[src/hdl/ray_hit_light_cosine_assert.svh]
// Assertion macros for the ray hit shading pipeline.
`ifndef RAY_HIT_LIGHT_COSINE_ASSERT_SVH
`define RAY_HIT_LIGHT_COSINE_ASSERT_SVH
`ifndef SYNTHESIS
`define RHLC_ASSERT_HOLDS(label, clk, rst_n, ante, cons) \
    label: assert property (@(posedge clk) disable iff (!rst_n) (ante) |-> (cons)) \
        else $error("rhlc assertion failed");
`define RHLC_ASSERT_NEXT(label, clk, rst_n, ante, cons) \
    label: assert property (@(posedge clk) disable iff (!rst_n) (ante) |=> (cons)) \
        else $error("rhlc assertion failed");
`else
`define RHLC_ASSERT_HOLDS(label, clk, rst_n, ante, cons)
`define RHLC_ASSERT_NEXT(label, clk, rst_n, ante, cons)
`endif
`endif

[src/hdl/rhlc_pkg.sv]
package rhlc_pkg;

    localparam int XW        = 32;
    localparam int DIST_W    = 31;
    localparam int SAT_W     = 2 * XW + 2;
    localparam int NORM_TOP  = 22;
    localparam int VEC_W     = NORM_TOP + 2;
    localparam int POS_W     = 5;
    localparam int PROD_W    = 2 * VEC_W;
    localparam int DOT_W     = PROD_W + 2;
    localparam int SQ_W      = PROD_W;
    localparam int ROOT_W    = SQ_W / 2;
    localparam int DEN_W     = 2 * ROOT_W;
    localparam int COS_W     = 16;
    localparam int COS_FRAC  = 14;
    localparam int COLOUR_W  = 24;
    localparam int TYPE_W    = 2;
    localparam int CFG_IDX_W = 2;

    localparam int SQRT_BPS    = 3;
    localparam int SQRT_STAGES = ROOT_W / SQRT_BPS;
    localparam int DIV_BPS     = 2;
    localparam int DIV_STAGES  = COS_FRAC / DIV_BPS;

    localparam logic signed [COS_W-1:0] COS_ONE = 16'sd16384;

    localparam logic [CFG_IDX_W-1:0] CFG_LIGHT_X = 2'd0;
    localparam logic [CFG_IDX_W-1:0] CFG_LIGHT_Y = 2'd1;
    localparam logic [CFG_IDX_W-1:0] CFG_LIGHT_Z = 2'd2;

    localparam logic [TYPE_W-1:0] KIND_SPHERE   = 2'd0;
    localparam logic [TYPE_W-1:0] KIND_CYLINDER = 2'd1;
    localparam logic [TYPE_W-1:0] KIND_CONE     = 2'd2;

    localparam logic [COLOUR_W-1:0] COLOUR_SPHERE = 24'hFF0000;
    localparam logic [COLOUR_W-1:0] COLOUR_ROUND  = 24'h0000FF;

    typedef logic signed [XW-1:0]    coord_t;
    typedef logic signed [VEC_W-1:0] nvec_t;

    typedef struct packed {
        logic                    degen;
        logic                    round_kind;
        logic signed [DOT_W-1:0] dot;
    } side_t;

    function automatic coord_t sat32(input logic signed [SAT_W-1:0] v);
        if ((&v[SAT_W-1:XW-1]) || !(|v[SAT_W-1:XW-1]))
            return v[XW-1:0];
        else if (v[SAT_W-1])
            return {1'b1, {(XW-1){1'b0}}};
        else
            return {1'b0, {(XW-1){1'b1}}};
    endfunction

endpackage

[src/hdl/rhlc_sqrt.sv]
`include "ray_hit_light_cosine_assert.svh"

module rhlc_sqrt (
    input  logic                          clk,
    input  logic                          rst_n,
    input  logic                          adv,
    input  logic                          vld,
    input  rhlc_pkg::side_t               side,
    input  logic [rhlc_pkg::SQ_W-1:0]     rad_n,
    input  logic [rhlc_pkg::SQ_W-1:0]     rad_l,
    output logic                          vld_out,
    output rhlc_pkg::side_t               side_out,
    output logic [rhlc_pkg::ROOT_W-1:0]   root_n,
    output logic [rhlc_pkg::ROOT_W-1:0]   root_l
);

    localparam int SW    = rhlc_pkg::SQ_W;
    localparam int RW    = rhlc_pkg::ROOT_W;
    localparam int REM_W = RW + 3;
    localparam int NS    = rhlc_pkg::SQRT_STAGES;

    logic            vld_reg  [NS];
    rhlc_pkg::side_t side_reg [NS];
    logic [SW-1:0]    rad_reg  [NS][2];
    logic [REM_W-1:0] rem_reg  [NS][2];
    logic [RW-1:0]    root_reg [NS][2];

    for (genvar s = 0; s < NS; s++)
    begin : g_stage
        logic             cur_vld;
        rhlc_pkg::side_t  cur_side;
        logic [SW-1:0]    cur_rad  [2];
        logic [REM_W-1:0] cur_rem  [2];
        logic [RW-1:0]    cur_root [2];
        logic [SW-1:0]    rad_next  [2];
        logic [REM_W-1:0] rem_next  [2];
        logic [RW-1:0]    root_next [2];

        if (s == 0)
        begin : g_in
            assign cur_vld     = vld;
            assign cur_side    = side;
            assign cur_rad[0]  = rad_n;
            assign cur_rad[1]  = rad_l;
            assign cur_rem[0]  = '0;
            assign cur_rem[1]  = '0;
            assign cur_root[0] = '0;
            assign cur_root[1] = '0;
        end
        else
        begin : g_mid
            assign cur_vld     = vld_reg[s-1];
            assign cur_side    = side_reg[s-1];
            assign cur_rad[0]  = rad_reg[s-1][0];
            assign cur_rad[1]  = rad_reg[s-1][1];
            assign cur_rem[0]  = rem_reg[s-1][0];
            assign cur_rem[1]  = rem_reg[s-1][1];
            assign cur_root[0] = root_reg[s-1][0];
            assign cur_root[1] = root_reg[s-1][1];
        end

        // one root bit per step, two radicand bits consumed
        always_comb
        begin
            for (int j = 0; j < 2; j++)
            begin
                rad_next[j]  = cur_rad[j];
                rem_next[j]  = cur_rem[j];
                root_next[j] = cur_root[j];
                for (int k = 0; k < rhlc_pkg::SQRT_BPS; k++)
                begin
                    rem_next[j] = {rem_next[j][REM_W-3:0], rad_next[j][SW-1 -: 2]};
                    rad_next[j] = rad_next[j] << 2;
                    if (rem_next[j] >= REM_W'({root_next[j], 2'b01}))
                    begin
                        rem_next[j]  = rem_next[j] - REM_W'({root_next[j], 2'b01});
                        root_next[j] = {root_next[j][RW-2:0], 1'b1};
                    end
                    else
                    begin
                        root_next[j] = {root_next[j][RW-2:0], 1'b0};
                    end
                end
            end
        end

        always_ff @(posedge clk or negedge rst_n)
        begin
            if (!rst_n)
                vld_reg[s] <= 1'b0;
            else if (adv)
                vld_reg[s] <= cur_vld;
        end

        always_ff @(posedge clk)
        begin
            if (adv)
            begin
                side_reg[s] <= cur_side;
                for (int j = 0; j < 2; j++)
                begin
                    rad_reg[s][j]  <= rad_next[j];
                    rem_reg[s][j]  <= rem_next[j];
                    root_reg[s][j] <= root_next[j];
                end
            end
        end
    end

    assign vld_out  = vld_reg[NS-1];
    assign side_out = side_reg[NS-1];
    assign root_n   = root_reg[NS-1][0];
    assign root_l   = root_reg[NS-1][1];

    `RHLC_ASSERT_NEXT(a_sqrt_valid_travels, clk, rst_n, adv && vld_reg[0], vld_reg[1])
    `RHLC_ASSERT_HOLDS(a_root_n_scaled, clk, rst_n, vld_out && !side_out.degen, root_n[RW-1:RW-2] != 2'b00)
    `RHLC_ASSERT_HOLDS(a_root_l_scaled, clk, rst_n, vld_out && !side_out.degen, root_l[RW-1:RW-2] != 2'b00)

endmodule

[config.mk]
export PLATFORM = sky130hd
export DESIGN_NAME = rhlc_sqrt
export DESIGN_NICKNAME = d
export VERILOG_FILES = /design/src/hdl/rhlc_pkg.sv /design/src/hdl/rhlc_sqrt.sv
export VERILOG_INCLUDE_DIRS = /design/src /design/src/hdl
export SDC_FILE = /design/constraint.sdc
export NUM_CORES = 2
export LEC_CHECK = 0
export ABC_CLOCK_PERIOD_IN_PS = 9150
export BUFFER_PORTS_ARGS = -buffer_cell sky130_fd_sc_hd__buf_2
export CAP_MARGIN = 15
export CORE_ASPECT_RATIO = 1.2
export CORE_MARGIN = 10
export CORE_UTILIZATION = 30
export DETAILED_ROUTE_END_ITERATION = 16
export PLACE_DENSITY_LB_ADDON = 0.2
export SLEW_MARGIN = 40
export SYNTH_ARGS = -nofsm -noshare
export SYNTH_HDL_FRONTEND = slang
export SYNTH_SLANG_ARGS = --single-unit
[constraint.sdc]
create_clock -name clk -period 9.15 [get_ports clk]
set_input_delay 1.83 -clock clk [delete_from_list [all_inputs] [get_ports clk]]
set_output_delay 1.83 -clock clk [all_outputs]
set_load 0.01 [all_outputs]
Yosys cells after proc, flatten, opt, wreduce, memory -nomap -nowiden
Memory sizes are Yosys's and may differ from the RTL's.
Index checks and enable logic that the tools add are counted.
Widths: inputs -> output; s select.
Operators by class
  mux-type cells: 98
  order comparisons: 48
  add/sub/neg operators: 48
Operators by type and width (number)
  $ge 27x26->1: 42
  $mux 25: 32
  $sub 25x25->25: 28
  $mux 27: 16
  $sub 27x26->27: 14
  $ge 27x3->1: 2
  $ge 27x4->1: 2
  $sub 27x4->27: 2
  $mux 1: 50
  $sub 25x3->25: 2
  $sub 2x1->3 const B: 2
  $ge 2x1->1 const B: 2
Storage, ports and cells
  input port bits: 152
  memories kept: 4
  bits in registers: 8
  output and inout bits: 101
  logic and storage cells: 206
  RAM bits: 1904
Memories
  rad_reg: depth 8, bits a word 84, read ports 7, clocked after memory_dff 0, write ports 8, line rhlc_sqrt.sv:24  | logic [SW-1:0] rad_reg [NS][2];
  rem_reg: depth 8, bits a word 54, read ports 7, clocked after memory_dff 0, write ports 8, line rhlc_sqrt.sv:25  | logic [REM_W-1:0] rem_reg [NS][2];
  side_reg: depth 8, bits a word 52, read ports 8, clocked after memory_dff 0, write ports 8, line rhlc_sqrt.sv:23  | rhlc_pkg::side_t side_reg [NS];
  root_reg: depth 8, bits a word 48, read ports 8, clocked after memory_dff 0, write ports 8, line rhlc_sqrt.sv:26  | logic [RW-1:0] root_reg [NS][2];

Logic depth before layout (Yosys ltp)
An unclocked memory read counts as a cell.
  depth in word-level cells: 7
  gate-level depth with buffers: 44
  gate-level depth less buffers: 40

Worst setup path before layout
Ideal clock, no wire load.
  kind: register -> register
  from: memory rem_reg[5][40] (netlist name)
  to: memory rem_reg[6][33] (netlist name), data pin
  slack: 0.799 ns
  stages on the path, launching flop included: 41
  period minus slack after synthesis: 8.351 ns
  library setup time: 0.260 ns
  data required time: 8.890 ns
  arrival: 8.091 ns
  cell sequence: edfxtp_1 ha_1 clkbuf_1 and3_1 nor2b_1 and3_1 o21ai_0 nand2_1 buf_2 buf_1 nor2_1 nor2_1 ha_1 a21o_1 a21o_1 a21oi_1 o211ai_1 a31oi_1 [... 5 more ...] clkbuf_1 nor2_1 a21oi_1 ha_1 inv_1 o21bai_1 a21oi_1 nor2b_1 o21ai_0 nand2b_1 a21oi_1 o21bai_1 nor3_1 a21oi_1 a41o_1 nor4_1 clkbuf_1 mux2_2
RTL lines (line)
  from (decl): rhlc_sqrt.sv:25

==> results_dict.tcl <==
set metrics [dict create \
    slew_viol_final 0 \
    finalHoldViolCount 0 \
    areaGrowthSynthToFinish_pct 13.9 \
    cts_tree "yes" \
    intPower_w 0.0189 \
    cp-end-kind "flip-flop" \
    finClkSkew_ps 77.3 \
    port_buffers 252 \
    rr_startpoint "root_reg[1][13]" \
    grt_pass1_wl_um 395000 \
    htreeDepth 4 \
    critPathLaunchType "flip-flop" \
    p_seq_share_pct 27.2 \
    final_util_pct 34.4 \
    dp.cells 12900 \
    reg2reg_slack_ps 440 \
    synth_top_area_cell "edfxtp_1" \
    relSlewSlack_pct 41.8 \
    largest_reg_flops 416 \
    ys_types 116 \
    clk_path_buf_depth 4 \
    cp_num_buf_inv 4 \
    p_sw_w 0.0133 \
    instances_no_fill 13200 \
    ios 253 \
    syn_avg_cell_area_um2 10.0 \
    detailedPlace.worstSlack_ps -69.6 \
    peakVddDrop_uv 149 \
    fin_crit_sh_pct 95.2 \
    first_pass_iters 5 \
    dp_hpwl_um 202000 \
    viasPerCell 5.21 \
    worst-setup-path-type "flip-flop to flip-flop" \
    synth_top_area_share_pct 44.6 \
    yosysSeqAreaShare_pct 44.8 \
    cpPeakStageDelay_ps 590 \
    syn_area_mm2 0.0888 \
    fp.coreArea_mm2 0.294 \
    synth-seq-cells 1326 \
    ant_nets 0 \
    syn_inst 8846 \
    p_comb_share_pct 52.6 \
    layout-drive-gt1-share_pct 10.4 \
    switching_share_pct 41.3 \
    clock_latency_ps 850 \
    fin_ws_ps 439 \
    clock.fmax_mhz 115 \
    cts_root_buf "clkbuf_16" \
    routedWlPerCell_um 19.4 \
    post-route-drc-count 0 \
    grt_max_degree 149 \
    nets 10000 \
    crit_path_top_delay_cell "or4_1" \
    run_status "finished clean" \
    hold_buffers 0 \
    synthTopCellsByCount "edfxtp_1 (1318), a21oi_1 (739), nor2_1 (737)" \
    via_count 68800 \
    r2r_cells 31 \
    worstHoldEndpoint "rad_reg[1][68]" \
    p_clk_share_pct 20.1 \
    clk_pin_slew_ps 60 \
    setup_viol 0 \
    r2r_end "rem_reg[5][3]" \
    ys_top_cells_by_area "edfxtp_1 (45%), ha_1 (9.1%), xnor2_1 (4.9%)" \
    yosysWarnings 0 \
    synth_edf_count 1318 \
    start_util_pct 30.2 \
    period_needed_ps 8710 \
    total_power_w 0.0322 \
    grt_antenna_before_repair 12 \
    power.density_mw_per_mm2 318 \
    p_leak_nw 39.4 \
    cts.sinks 1326 \
    ys.flop_type "edfxtp_1" \
    critPathArrivalTime_ps 9270 \
    die_x_um 517 \
    cp.required_ps 9710 \
    min_delay_path_depth 0 \
    cts_buffers 164 \
    rows 218 \
    grt_overflow 0 \
    min-delay-start "rad_reg[0][62]" \
    totalWireLength_um 257000 \
    cp_max_fo 19 \
    crit_family "compound AO/OA/AOI/OAI gates" \
    synth-async-reset-ratio_pct 0.603 \
    grt_usage_pct 15.4 \
    gp_congestion 0.903 \
    grt_pass1_vias 69100 \
    drv_cap 0 \
    min_path_type "flip-flop to flip-flop" \
    rsz0062_at_grt "no" \
    drt_first_iter_violations 3943 \
    die_area_mm2 0.318 \
    tightest_slew_ps 862 \
    die_height_um 616 \
    synth_most_common_cell "edfxtp_1" \
]
kinds of logic after synthesis:
group	synth area share, %
buffers and inverters	3.07
xor gates and xnor gates	7.73
and+or+nand+nor	16.3
adders and majority gates	9.08
AOI/OAI and AO/OA	17.1
muxes	1.87
DFF	44.8
other	0.00422
area by class of cell:
type,instances,area [µm²]
clock buffer,188,4190
tap,3850,4820
multi-input combinational,6819,46500
clock inverter,100,1100
timing repair buffer,452,3040
antenna,5,12.5
sequential,1326,39800
fill,29700,193000
inverter,467,1750
how the worst max path moves through the flow:
| stage | startpoint | to | slack [ps] | depth (start not counted) |
|---|---|---|---|---|
| floorplan | rem_reg[5][40] | rem_reg[6][33] | 800 | 40 |
| CTS | root_reg[1][129] | root_reg[1][168] | 40 | 38 |
| detailed placement | root_reg[1][129] | root_reg[1][168] | -70 | 38 |
| global placement | root_reg[1][129] | root_reg[1][168] | 80 | 38 |
| finish | root_reg[1][13] | rem_reg[5][3] | 440 | 31 |
| global route | root_reg[1][84] | rem_reg[6][31] | 5 | 36 |
metal layers:
metal | GRT usage (%) | share of wire (%) | vias to the layer above
met2 | 28.8 | 52 | 1387
li1 | - | - | 34000
met4 | 6.12 | 4.3 | 12
met3 | 1.86 | 3.3 | 473
met5 | 0 | 0.029 | -
met1 | 17.6 | 41 | 33000
power by group through the flow:
stage	Sequential [W]	Combinational [W]	Clock (W)
5_1_grt	0.00886	0.0187	0.00699
4_1_cts	0.00877	0.0168	0.00678
3_5_place_dp	0.00889	0.0167	0
2_1_floorplan	0.00851	0.0125	0
6_report	0.00876	0.0169	0.00648
3_3_place_gp	0.00889	0.0166	0
cell usage in the layout, fill, tap and decap left out, types with 31 or more instances in the layout:
master / count
a211oi_1: 75
clkinv_1: 31
mux2i_1: 46
nor2b_1: 98
o21ai_0: 469
o31ai_1: 77
mux2_2: 106
o21bai_1: 71
o211ai_1: 63
a21oi_1: 738
and3_1: 74
xnor2_1: 493
nand3b_1: 32
nor3b_1: 32
nor2_1: 737
buf_4: 178
a21o_1: 274
nand4_1: 161
or4_1: 43
inv_1: 457
nand3_1: 200
nor4_1: 114
nand2b_1: 115
xor2_1: 291
buf_2: 252
and4_1: 31
o21a_1: 93
and2_1: 66
nor3_1: 212
edfxtp_1: 1318
a31oi_1: 77
or2_2: 53
a211o_1: 36
ha_1: 645
or3_1: 97
nand2_1: 689
clkbuf_16: 164
metrics by stage:
stage	hold slack [ps]	cell area [µm²]	TNS [ps]
finish	401	101000	0
global route	406	101000	0
CTS	408	101000	0
detailed placement	405	95700	-69.6
global placement	400	95600	0
floorplan	400	88800	0
repair_timing:
item,in CTS,in global routing
setup endpoints to repair,1,29
setup buffers,0,1
pin swaps,0,0
resized for setup,3,13
Note: power is estimated with default switching activity, not from simulation.
