==> src/hdl/ray_hit_light_cosine_assert.svh <==
// Assertion macros for the ray hit shading pipeline.
`ifndef RAY_HIT_LIGHT_COSINE_ASSERT_SVH
`define RAY_HIT_LIGHT_COSINE_ASSERT_SVH
`ifndef SYNTHESIS
`define RHLC_ASSERT_HOLDS(label, clk, rst_n, ante, cons) \
    label: assert property (@(posedge clk) disable iff (!rst_n) (ante) |-> (cons)) \
        else $error("rhlc assertion failed");
`define RHLC_ASSERT_NEXT(label, clk, rst_n, ante, cons) \
    label: assert property (@(posedge clk) disable iff (!rst_n) (ante) |=> (cons)) \
        else $error("rhlc assertion failed");
`else
`define RHLC_ASSERT_HOLDS(label, clk, rst_n, ante, cons)
`define RHLC_ASSERT_NEXT(label, clk, rst_n, ante, cons)
`endif
`endif

==> src/hdl/rhlc_pkg.sv <==
package rhlc_pkg;

    localparam int XW        = 32;
    localparam int DIST_W    = 31;
    localparam int SAT_W     = 2 * XW + 2;
    localparam int NORM_TOP  = 22;
    localparam int VEC_W     = NORM_TOP + 2;
    localparam int POS_W     = 5;
    localparam int PROD_W    = 2 * VEC_W;
    localparam int DOT_W     = PROD_W + 2;
    localparam int SQ_W      = PROD_W;
    localparam int ROOT_W    = SQ_W / 2;
    localparam int DEN_W     = 2 * ROOT_W;
    localparam int COS_W     = 16;
    localparam int COS_FRAC  = 14;
    localparam int COLOUR_W  = 24;
    localparam int TYPE_W    = 2;
    localparam int CFG_IDX_W = 2;

    localparam int SQRT_BPS    = 3;
    localparam int SQRT_STAGES = ROOT_W / SQRT_BPS;
    localparam int DIV_BPS     = 2;
    localparam int DIV_STAGES  = COS_FRAC / DIV_BPS;

    localparam logic signed [COS_W-1:0] COS_ONE = 16'sd16384;

    localparam logic [CFG_IDX_W-1:0] CFG_LIGHT_X = 2'd0;
    localparam logic [CFG_IDX_W-1:0] CFG_LIGHT_Y = 2'd1;
    localparam logic [CFG_IDX_W-1:0] CFG_LIGHT_Z = 2'd2;

    localparam logic [TYPE_W-1:0] KIND_SPHERE   = 2'd0;
    localparam logic [TYPE_W-1:0] KIND_CYLINDER = 2'd1;
    localparam logic [TYPE_W-1:0] KIND_CONE     = 2'd2;

    localparam logic [COLOUR_W-1:0] COLOUR_SPHERE = 24'hFF0000;
    localparam logic [COLOUR_W-1:0] COLOUR_ROUND  = 24'h0000FF;

    typedef logic signed [XW-1:0]    coord_t;
    typedef logic signed [VEC_W-1:0] nvec_t;

    typedef struct packed {
        logic                    degen;
        logic                    round_kind;
        logic signed [DOT_W-1:0] dot;
    } side_t;

    function automatic coord_t sat32(input logic signed [SAT_W-1:0] v);
        if ((&v[SAT_W-1:XW-1]) || !(|v[SAT_W-1:XW-1]))
            return v[XW-1:0];
        else if (v[SAT_W-1])
            return {1'b1, {(XW-1){1'b0}}};
        else
            return {1'b0, {(XW-1){1'b1}}};
    endfunction

endpackage

==> src/hdl/rhlc_div.sv <==
module rhlc_div (
    input  logic                                clk,
    input  logic                                rst_n,
    input  logic                                adv,
    input  logic                                vld,
    input  rhlc_pkg::side_t                     side,
    input  logic [rhlc_pkg::ROOT_W-1:0]         root_n,
    input  logic [rhlc_pkg::ROOT_W-1:0]         root_l,
    output logic                                vld_out,
    output logic signed [rhlc_pkg::COS_W-1:0]   cosine,
    output logic [rhlc_pkg::COLOUR_W-1:0]       colour,
    output logic                                degenerate
);

    localparam int DW = rhlc_pkg::DEN_W;
    localparam int QW = rhlc_pkg::COS_FRAC;
    localparam int CW = rhlc_pkg::COS_W;
    localparam int NS = rhlc_pkg::DIV_STAGES;

    typedef struct packed {
        logic degen;
        logic round_kind;
        logic neg;
        logic big;
    } dflag_t;

    logic signed [rhlc_pkg::DOT_W-1:0] dot_abs;

    logic          vld0_reg, vld1_reg;
    dflag_t        fl0_reg, fl1_reg;
    logic [DW-1:0] den0_reg, den1_reg;
    logic [DW:0]   abs0_reg, rem1_reg;

    logic          vld_reg [NS];
    dflag_t        fl_reg  [NS];
    logic [DW-1:0] den_reg [NS];
    logic [DW:0]   rem_reg [NS];
    logic [QW-1:0] q_reg   [NS];

    logic                 vld_out_reg;
    logic signed [CW-1:0] cos_reg;
    logic [rhlc_pkg::COLOUR_W-1:0] colour_reg;
    logic                 degen_reg;
    logic signed [CW-1:0] mag_next;

    assign dot_abs = side.dot[rhlc_pkg::DOT_W-1] ? -side.dot : side.dot;

    always_ff @(posedge clk or negedge rst_n)
    begin
        if (!rst_n)
        begin
            vld0_reg    <= 1'b0;
            vld1_reg    <= 1'b0;
            vld_out_reg <= 1'b0;
        end
        else if (adv)
        begin
            vld0_reg    <= vld;
            vld1_reg    <= vld0_reg;
            vld_out_reg <= vld_reg[NS-1];
        end
    end

    always_ff @(posedge clk)
    begin
        if (adv)
        begin
            den0_reg          <= DW'(root_n) * DW'(root_l);
            abs0_reg          <= (DW + 1)'(dot_abs);
            fl0_reg.degen     <= side.degen;
            fl0_reg.round_kind <= side.round_kind;
            fl0_reg.neg       <= side.dot[rhlc_pkg::DOT_W-1];
            fl0_reg.big       <= 1'b0;

            den1_reg           <= den0_reg;
            rem1_reg           <= abs0_reg;
            fl1_reg.degen      <= fl0_reg.degen;
            fl1_reg.round_kind <= fl0_reg.round_kind;
            fl1_reg.neg        <= fl0_reg.neg;
            // quotient reaches one: saturate
            fl1_reg.big        <= abs0_reg >= {1'b0, den0_reg};
        end
    end

    for (genvar s = 0; s < NS; s++)
    begin : g_stage
        logic          cur_vld;
        dflag_t        cur_fl;
        logic [DW-1:0] cur_den;
        logic [DW:0]   cur_rem;
        logic [QW-1:0] cur_q;
        logic [DW:0]   rem_next;
        logic [QW-1:0] q_next;

        if (s == 0)
        begin : g_in
            assign cur_vld = vld1_reg;
            assign cur_fl  = fl1_reg;
            assign cur_den = den1_reg;
            assign cur_rem = rem1_reg;
            assign cur_q   = '0;
        end
        else
        begin : g_mid
            assign cur_vld = vld_reg[s-1];
            assign cur_fl  = fl_reg[s-1];
            assign cur_den = den_reg[s-1];
            assign cur_rem = rem_reg[s-1];
            assign cur_q   = q_reg[s-1];
        end

        always_comb
        begin
            rem_next = cur_rem;
            q_next   = cur_q;
            for (int k = 0; k < rhlc_pkg::DIV_BPS; k++)
            begin
                rem_next = {rem_next[DW-1:0], 1'b0};
                if (rem_next >= {1'b0, cur_den})
                begin
                    rem_next = rem_next - {1'b0, cur_den};
                    q_next   = {q_next[QW-2:0], 1'b1};
                end
                else
                begin
                    q_next = {q_next[QW-2:0], 1'b0};
                end
            end
        end

        always_ff @(posedge clk or negedge rst_n)
        begin
            if (!rst_n)
                vld_reg[s] <= 1'b0;
            else if (adv)
                vld_reg[s] <= cur_vld;
        end

        always_ff @(posedge clk)
        begin
            if (adv)
            begin
                fl_reg[s]  <= cur_fl;
                den_reg[s] <= cur_den;
                rem_reg[s] <= rem_next;
                q_reg[s]   <= q_next;
            end
        end
    end

    assign mag_next = fl_reg[NS-1].big ? rhlc_pkg::COS_ONE : CW'(q_reg[NS-1]);

    always_ff @(posedge clk)
    begin
        if (adv)
        begin
            if (fl_reg[NS-1].degen)
                cos_reg <= '0;
            else if (fl_reg[NS-1].neg)
                cos_reg <= -mag_next;
            else
                cos_reg <= mag_next;
            colour_reg <= fl_reg[NS-1].round_kind ? rhlc_pkg::COLOUR_ROUND
                                                  : rhlc_pkg::COLOUR_SPHERE;
            degen_reg  <= fl_reg[NS-1].degen;
        end
    end

    assign vld_out    = vld_out_reg;
    assign cosine     = cos_reg;
    assign colour     = colour_reg;
    assign degenerate = degen_reg;

endmodule

==> config.mk <==
export PLATFORM = sky130hd
export DESIGN_NAME = rhlc_div
export DESIGN_NICKNAME = d
export VERILOG_FILES = /design/src/hdl/ray_hit_light_cosine_assert.svh /design/src/hdl/rhlc_pkg.sv /design/src/hdl/rhlc_div.sv
export SDC_FILE = /design/constraint.sdc
export NUM_CORES = 2
export LEC_CHECK = 0
export BUFFER_PORTS_ARGS = -buffer_cell sky130_fd_sc_hd__buf_2
export CORE_ASPECT_RATIO = 0.7
export CORE_MARGIN = 2
export CORE_UTILIZATION = 30
export DETAILED_ROUTE_END_ITERATION = 8
export SYNTH_ARGS = -nofsm -noshare
export SYNTH_HDL_FRONTEND = slang
export SYNTH_SLANG_ARGS = --single-unit
==> constraint.sdc <==
create_clock -name clk -period 12.7 [get_ports clk]
set_input_delay 1.905 -clock clk [delete_from_list [all_inputs] [get_ports clk]]
set_output_delay 1.905 -clock clk [all_outputs]
set_load 0.1 [all_outputs]
== Yosys cells after proc, flatten, opt, wreduce, memory -nomap -nowiden ==
Memories as Yosys holds them, arrays and structs flattened.
Cells that the tools add are included.
Operators by class
  add/subtract/negate cells: 16
  multiply operators: 1
  order comparisons: 15
  mux-type cells: 34
Operator list (number)
  greater-or-equal comparator 49 x 48 -> 1 bit: 15
  2-to-1 mux 49 bit: 8
  subtractor 49 x 48 -> 49 bit: 7
  2-to-1 mux 48 bit: 7
  subtractor 48 bit: 7
  negation 49 bit: 1
  multiplier 24 x 24 -> 48 bit: 1
  2-to-1 mux 24 bit: 1
  2-to-1 mux 1 bit: 16
  2-to-1 mux 16 bit: 1
  negation 15 -> 16 bit: 1
  2-to-1 mux 15 bit: 1
Word-level totals
  flip-flop bits (word level): 251
  bits in writable memories: 805
  input port bits: 104
  output and inout bits: 42
  word-level logic and storage cells: 94
  memories: 4
Memories
  rem_reg: depth 7, bits a word 49, rd ports 6, clocked after Yosys merged registers in 0, write ports 7, line rhlc_div.sv:37  | logic [DW:0] rem_reg [NS];
  den_reg: depth 7, bits a word 48, rd ports 6, clocked after Yosys merged registers in 0, write ports 7, line rhlc_div.sv:36  | logic [DW-1:0] den_reg [NS];
  q_reg: depth 7, bits a word 14, rd ports 7, clocked after Yosys merged registers in 0, write ports 7, line rhlc_div.sv:38  | logic [QW-1:0] q_reg [NS];
  fl_reg: depth 7, bits a word 4, rd ports 7, clocked after Yosys merged registers in 0, write ports 7, line rhlc_div.sv:35  | dflag_t fl_reg [NS];

== Longest topological paths before layout ==
An unclocked memory read counts as a cell.
  depth in word-level cells: 5
  depth in mapped cells: 32
  gate-level depth less buffers: 28

== Least setup slack after synthesis ==
OpenSTA, ideal clock, no wires.
  path kind: input -> register
  start point: input port root_l[3] (netlist bit)
  end point: register den0_reg[46] (data pin)
  setup time: 0.264 ns
  arrival: 8.475 ns
  data required time: 12.436 ns
  setup slack: 3.961 ns
  stages: 27
  buffers on the path: 1
  path through: clkbuf_1 -> nand2_1 -> fa_1 -> inv_1 -> fa_1 -> inv_1 -> fa_1 -> inv_1 -> fa_1 -> inv_1 -> fa_1 -> inv_1 -> fa_1 -> inv_1 -> fa_1 -> inv_1 -> ha_1 -> and3_1 -> a311oi_1 -> o211ai_1 -> a21oi_1 -> o31ai_1 -> nand3_1 -> nand2_1 -> a311o_1 -> a221oi_1 -> xnor2_1
Between the ends
  cells in the longest elaborated chain, start to end: 1
RTL lines
  start, declared: line rhlc_div.sv:8  | input logic [rhlc_pkg::ROOT_W-1:0] root_l,
  multiplier 24 x 24 -> 48 bit: line rhlc_div.sv:68  | den0_reg <= DW'(root_n) * DW'(root_l);
  end signal, assigned: line rhlc_div.sv:68
  end, declared: line rhlc_div.sv:31  | logic [DW-1:0] den0_reg, den1_reg;
Every way passes these cells.
A chain may end at the register's enable or synchronous reset.

==> flow_metrics.py <==
metrics = {
    "status": {
        "status": "complete, no violations",
    },
    "global_routing": {
        "grt_max_degree": 133,
        "antenna_found_initial": 31,
        "grt_overflow": 0,
        "grt.total_usage_pct": 16.1,
        "grt_pass1_wl_um": 386000,
        "grt_pass1_vias": 65900,
    },
    "worst_setup_path": {
        "regToRegSetupSlack_ps": 3480,
        "end_kind": "flip-flop",
        "cp.arrival_ps": 9690,
        "worstPathRequired_ps": 13160,
        "rr_startpoint": "den1_reg[4]",
        "cp_max_fo": 48,
        "endpoint": "rem_reg[0][40]",
        "max_stage_delay_ps": 1070,
        "crit_start": "den1_reg[4]",
        "crit_slowest_cell": "and3_2",
        "reg2reg_to": "rem_reg[0][40]",
        "criticalPathCategory": "flip-flop to flip-flop",
        "rr_worst_depth": 26,
        "critPathMostFrequentCell": "a21o_1",
        "start_kind": "flip-flop",
    },
    "sta": {
        "timing.fmax_mhz": 108,
        "setup_viol": 0,
        "min_period_over_period_pct": 72.6,
        "fin_tns_setup_ps": 0,
        "post-route-min-period_ps": 9220,
        "final_hold_viol_count": 0,
        "worst_pin_slew_ps": 1180,
        "rsz0062_at_grt": "no",
        "setup_slack_ps": 3480,
        "finClkSkew_ps": 44.3,
        "slew_violations": 0,
        "relSlewSlack_pct": 21.6,
    },
    "drt": {
        "wl_per_cell_um": 18.3,
        "final_antenna_net_count": 0,
        "wl_um": 249000,
        "dr_total_vias": 68200,
        "drc": 0,
        "drt_first_pass_iters": 6,
        "viasPerCell": 5.02,
        "drt_iter0_markers": 5357,
    },
    "yosys": {
        "synth-seq-cells": 889,
        "ys_top_cells_by_area": "edfxtp_1, ha_1, fa_1",
        "ys_types": 96,
        "ys_async_sr_fraction_pct": 1.12,
        "yosysMostFrequentCell": "inv_1",
        "yosys.area.top_type": "edfxtp_1",
        "synthTopCellsByCount": "inv_1, ha_1, edfxtp_1",
        "synthFlopType": "edfxtp_1",
        "avgSynthCellArea_um2": 9.41,
        "ys_seq_area_share_pct": 29.6,
        "synth_cells": 9550,
        "syn_area_um2": 89900,
        "synth-edff-count": 879,
        "synth_top_area_share_pct": 29.4,
        "yosys_warnings": 0,
    },
    "cells_and_area": {
        "drive_above_1_share_pct": 8.09,
        "syn_to_final_growth_pct": 8.95,
        "fill_cells": 30700,
        "nets": 11000,
    },
    "die": {
        "die_w_um": 658,
        "start_util_pct": 30.1,
        "rows": 168,
        "die_y_um": 462,
        "io_pins": 146,
        "core_um2": 299000,
        "die-area_um2": 304000,
    },
    "clock_tree": {
        "post_cts.repair.setup_buffers": 0,
        "clock-root-buffer": "clkbuf_16",
        "cts_resized": 0,
        "clkTransAtPathRegs_ps": 70,
        "cts_inserted_buffers": 100,
        "cts_tree": "done",
        "hold_buffers": 0,
        "clock_sinks": 889,
        "clk_path_buf_depth": 3,
        "htree_levels": 3,
        "clk_latency_ps": 730,
    },
    "placed_design": {
        "numPortBuffers": 137,
        "hpwlAfterDp_um": 201000,
        "place.gp.congestion": 0.908,
        "dp_slack_ps": 2740,
    },
    "hold_path": {
        "hp-class": "flip-flop to flip-flop",
        "holdCritStartpoint": "fl_reg[4][3]",
    },
    "job": {
        "max_cap_violations": 0,
    },
}
-- how the worst min path moves through the flow --
stage              endpoint  cells past startpoint
2_1_floorplan    fl1_reg[1]                      0
3_3_place_gp   fl_reg[1][3]                      0
3_5_place_dp   fl_reg[0][1]                      0
4_1_cts        fl_reg[5][3]                      0
5_1_grt        fl_reg[5][3]                      0
6_report       fl_reg[5][3]                      0
-- per-stage QoR --
stage / cells / utilization, % / hold WS [ps] / area (um2)
6_report: 13600 / 32.8 / 396 / 97900
5_1_grt: 13600 / 32.8 / 413 / 97900
4_1_cts: 13600 / 32.8 / 402 / 97900
3_5_place_dp: 13400 / 31.6 / 405 / 94500
3_3_place_gp: 13400 / 31.6 / 401 / 94500
2_1_floorplan: 9557 / - / 400 / 89900
-- area by class of cell --
| class | instances | area [um2] | share of cell area, % |
|---|---|---|---|
| inverter | 1104 | 4140 | 4.23 |
| clock inverter | 72 | 870 | 0.888 |
| sequential | 889 | 26600 | 27.2 |
| multi-input combinational | 7221 | 57700 | 58.9 |
| clock buffer | 117 | 2570 | 2.62 |
| tap | 3995 | 5000 | 5.11 |
| antenna | 6 | 15.0 | 0.0153 |
| timing repair buffer | 173 | 991 | 1.01 |
-- worst max-delay path, delay by kind of cell (launching register included) --
kind / cells / cell delay (ps)
AO/OA/AOI/OAI: 14 / 3930
AND/OR/NAND/NOR: 6 / 2220
multiplexers: 2 / 900
adder cells (fa/ha/maj): 2 / 740
buffers and inverters: 2 / 630
flip-flops: 1 / 440
-- metal layers --
layer / vias up / part of all wire, % / track usage [%]
met3: 348 / 6.6 / 2.56
met5: - / 0.055 / 0
met1: 32300 / 48 / 23.3
li1: 33500 / - / -
met4: 22 / 3.3 / 4.84
met2: 2016 / 42 / 24.3
-- cell usage in the layout (no fill, tap or decap), types with 18 or more instances in the layout --
| cell type | count |
|---|---|
| nor2b_1 | 88 |
| o21ai_0 | 540 |
| nor4_1 | 27 |
| mux2_2 | 352 |
| or4_1 | 18 |
| o21bai_1 | 104 |
| and2_1 | 320 |
| a31oi_1 | 66 |
| a21boi_0 | 25 |
| o21a_1 | 91 |
| o31ai_1 | 56 |
| nand4_1 | 127 |
| nand2b_1 | 102 |
| o211ai_1 | 49 |
| and3_1 | 68 |
| inv_1 | 1099 |
| nor2_1 | 478 |
| buf_2 | 136 |
| nor3_1 | 98 |
| buf_4 | 34 |
| and4_1 | 22 |
| nand3_1 | 147 |
| ha_1 | 889 |
| nand2_1 | 840 |
| fa_1 | 489 |
| or3_1 | 35 |
| a221oi_1 | 25 |
| a21o_1 | 360 |
| a21oi_1 | 750 |
| a211oi_1 | 61 |
| xnor2_1 | 427 |
| xor2_1 | 221 |
| edfxtp_1 | 879 |
| or2_2 | 29 |
| clkbuf_16 | 100 |
-- kinds of logic (layout without fill, tap and decap cells) --
family	count (synthesis)	in the layout	share of synthesized area, %
AOI/OAI and AO/OA	2379	2379	16.7
xor gates and xnor gates	648	648	6.32
adders and majority gates	1378	1378	23.3
buffers and inverters	1447	1466	6.28
DFF	889	889	29.6
muxes	369	369	4.61
other	1	14	0.00417
and+or+nand+nor	2439	2439	13.2
Power is not shown: default switching activity piles up to over one toggle a cycle in this logic, so the estimate is an artifact.
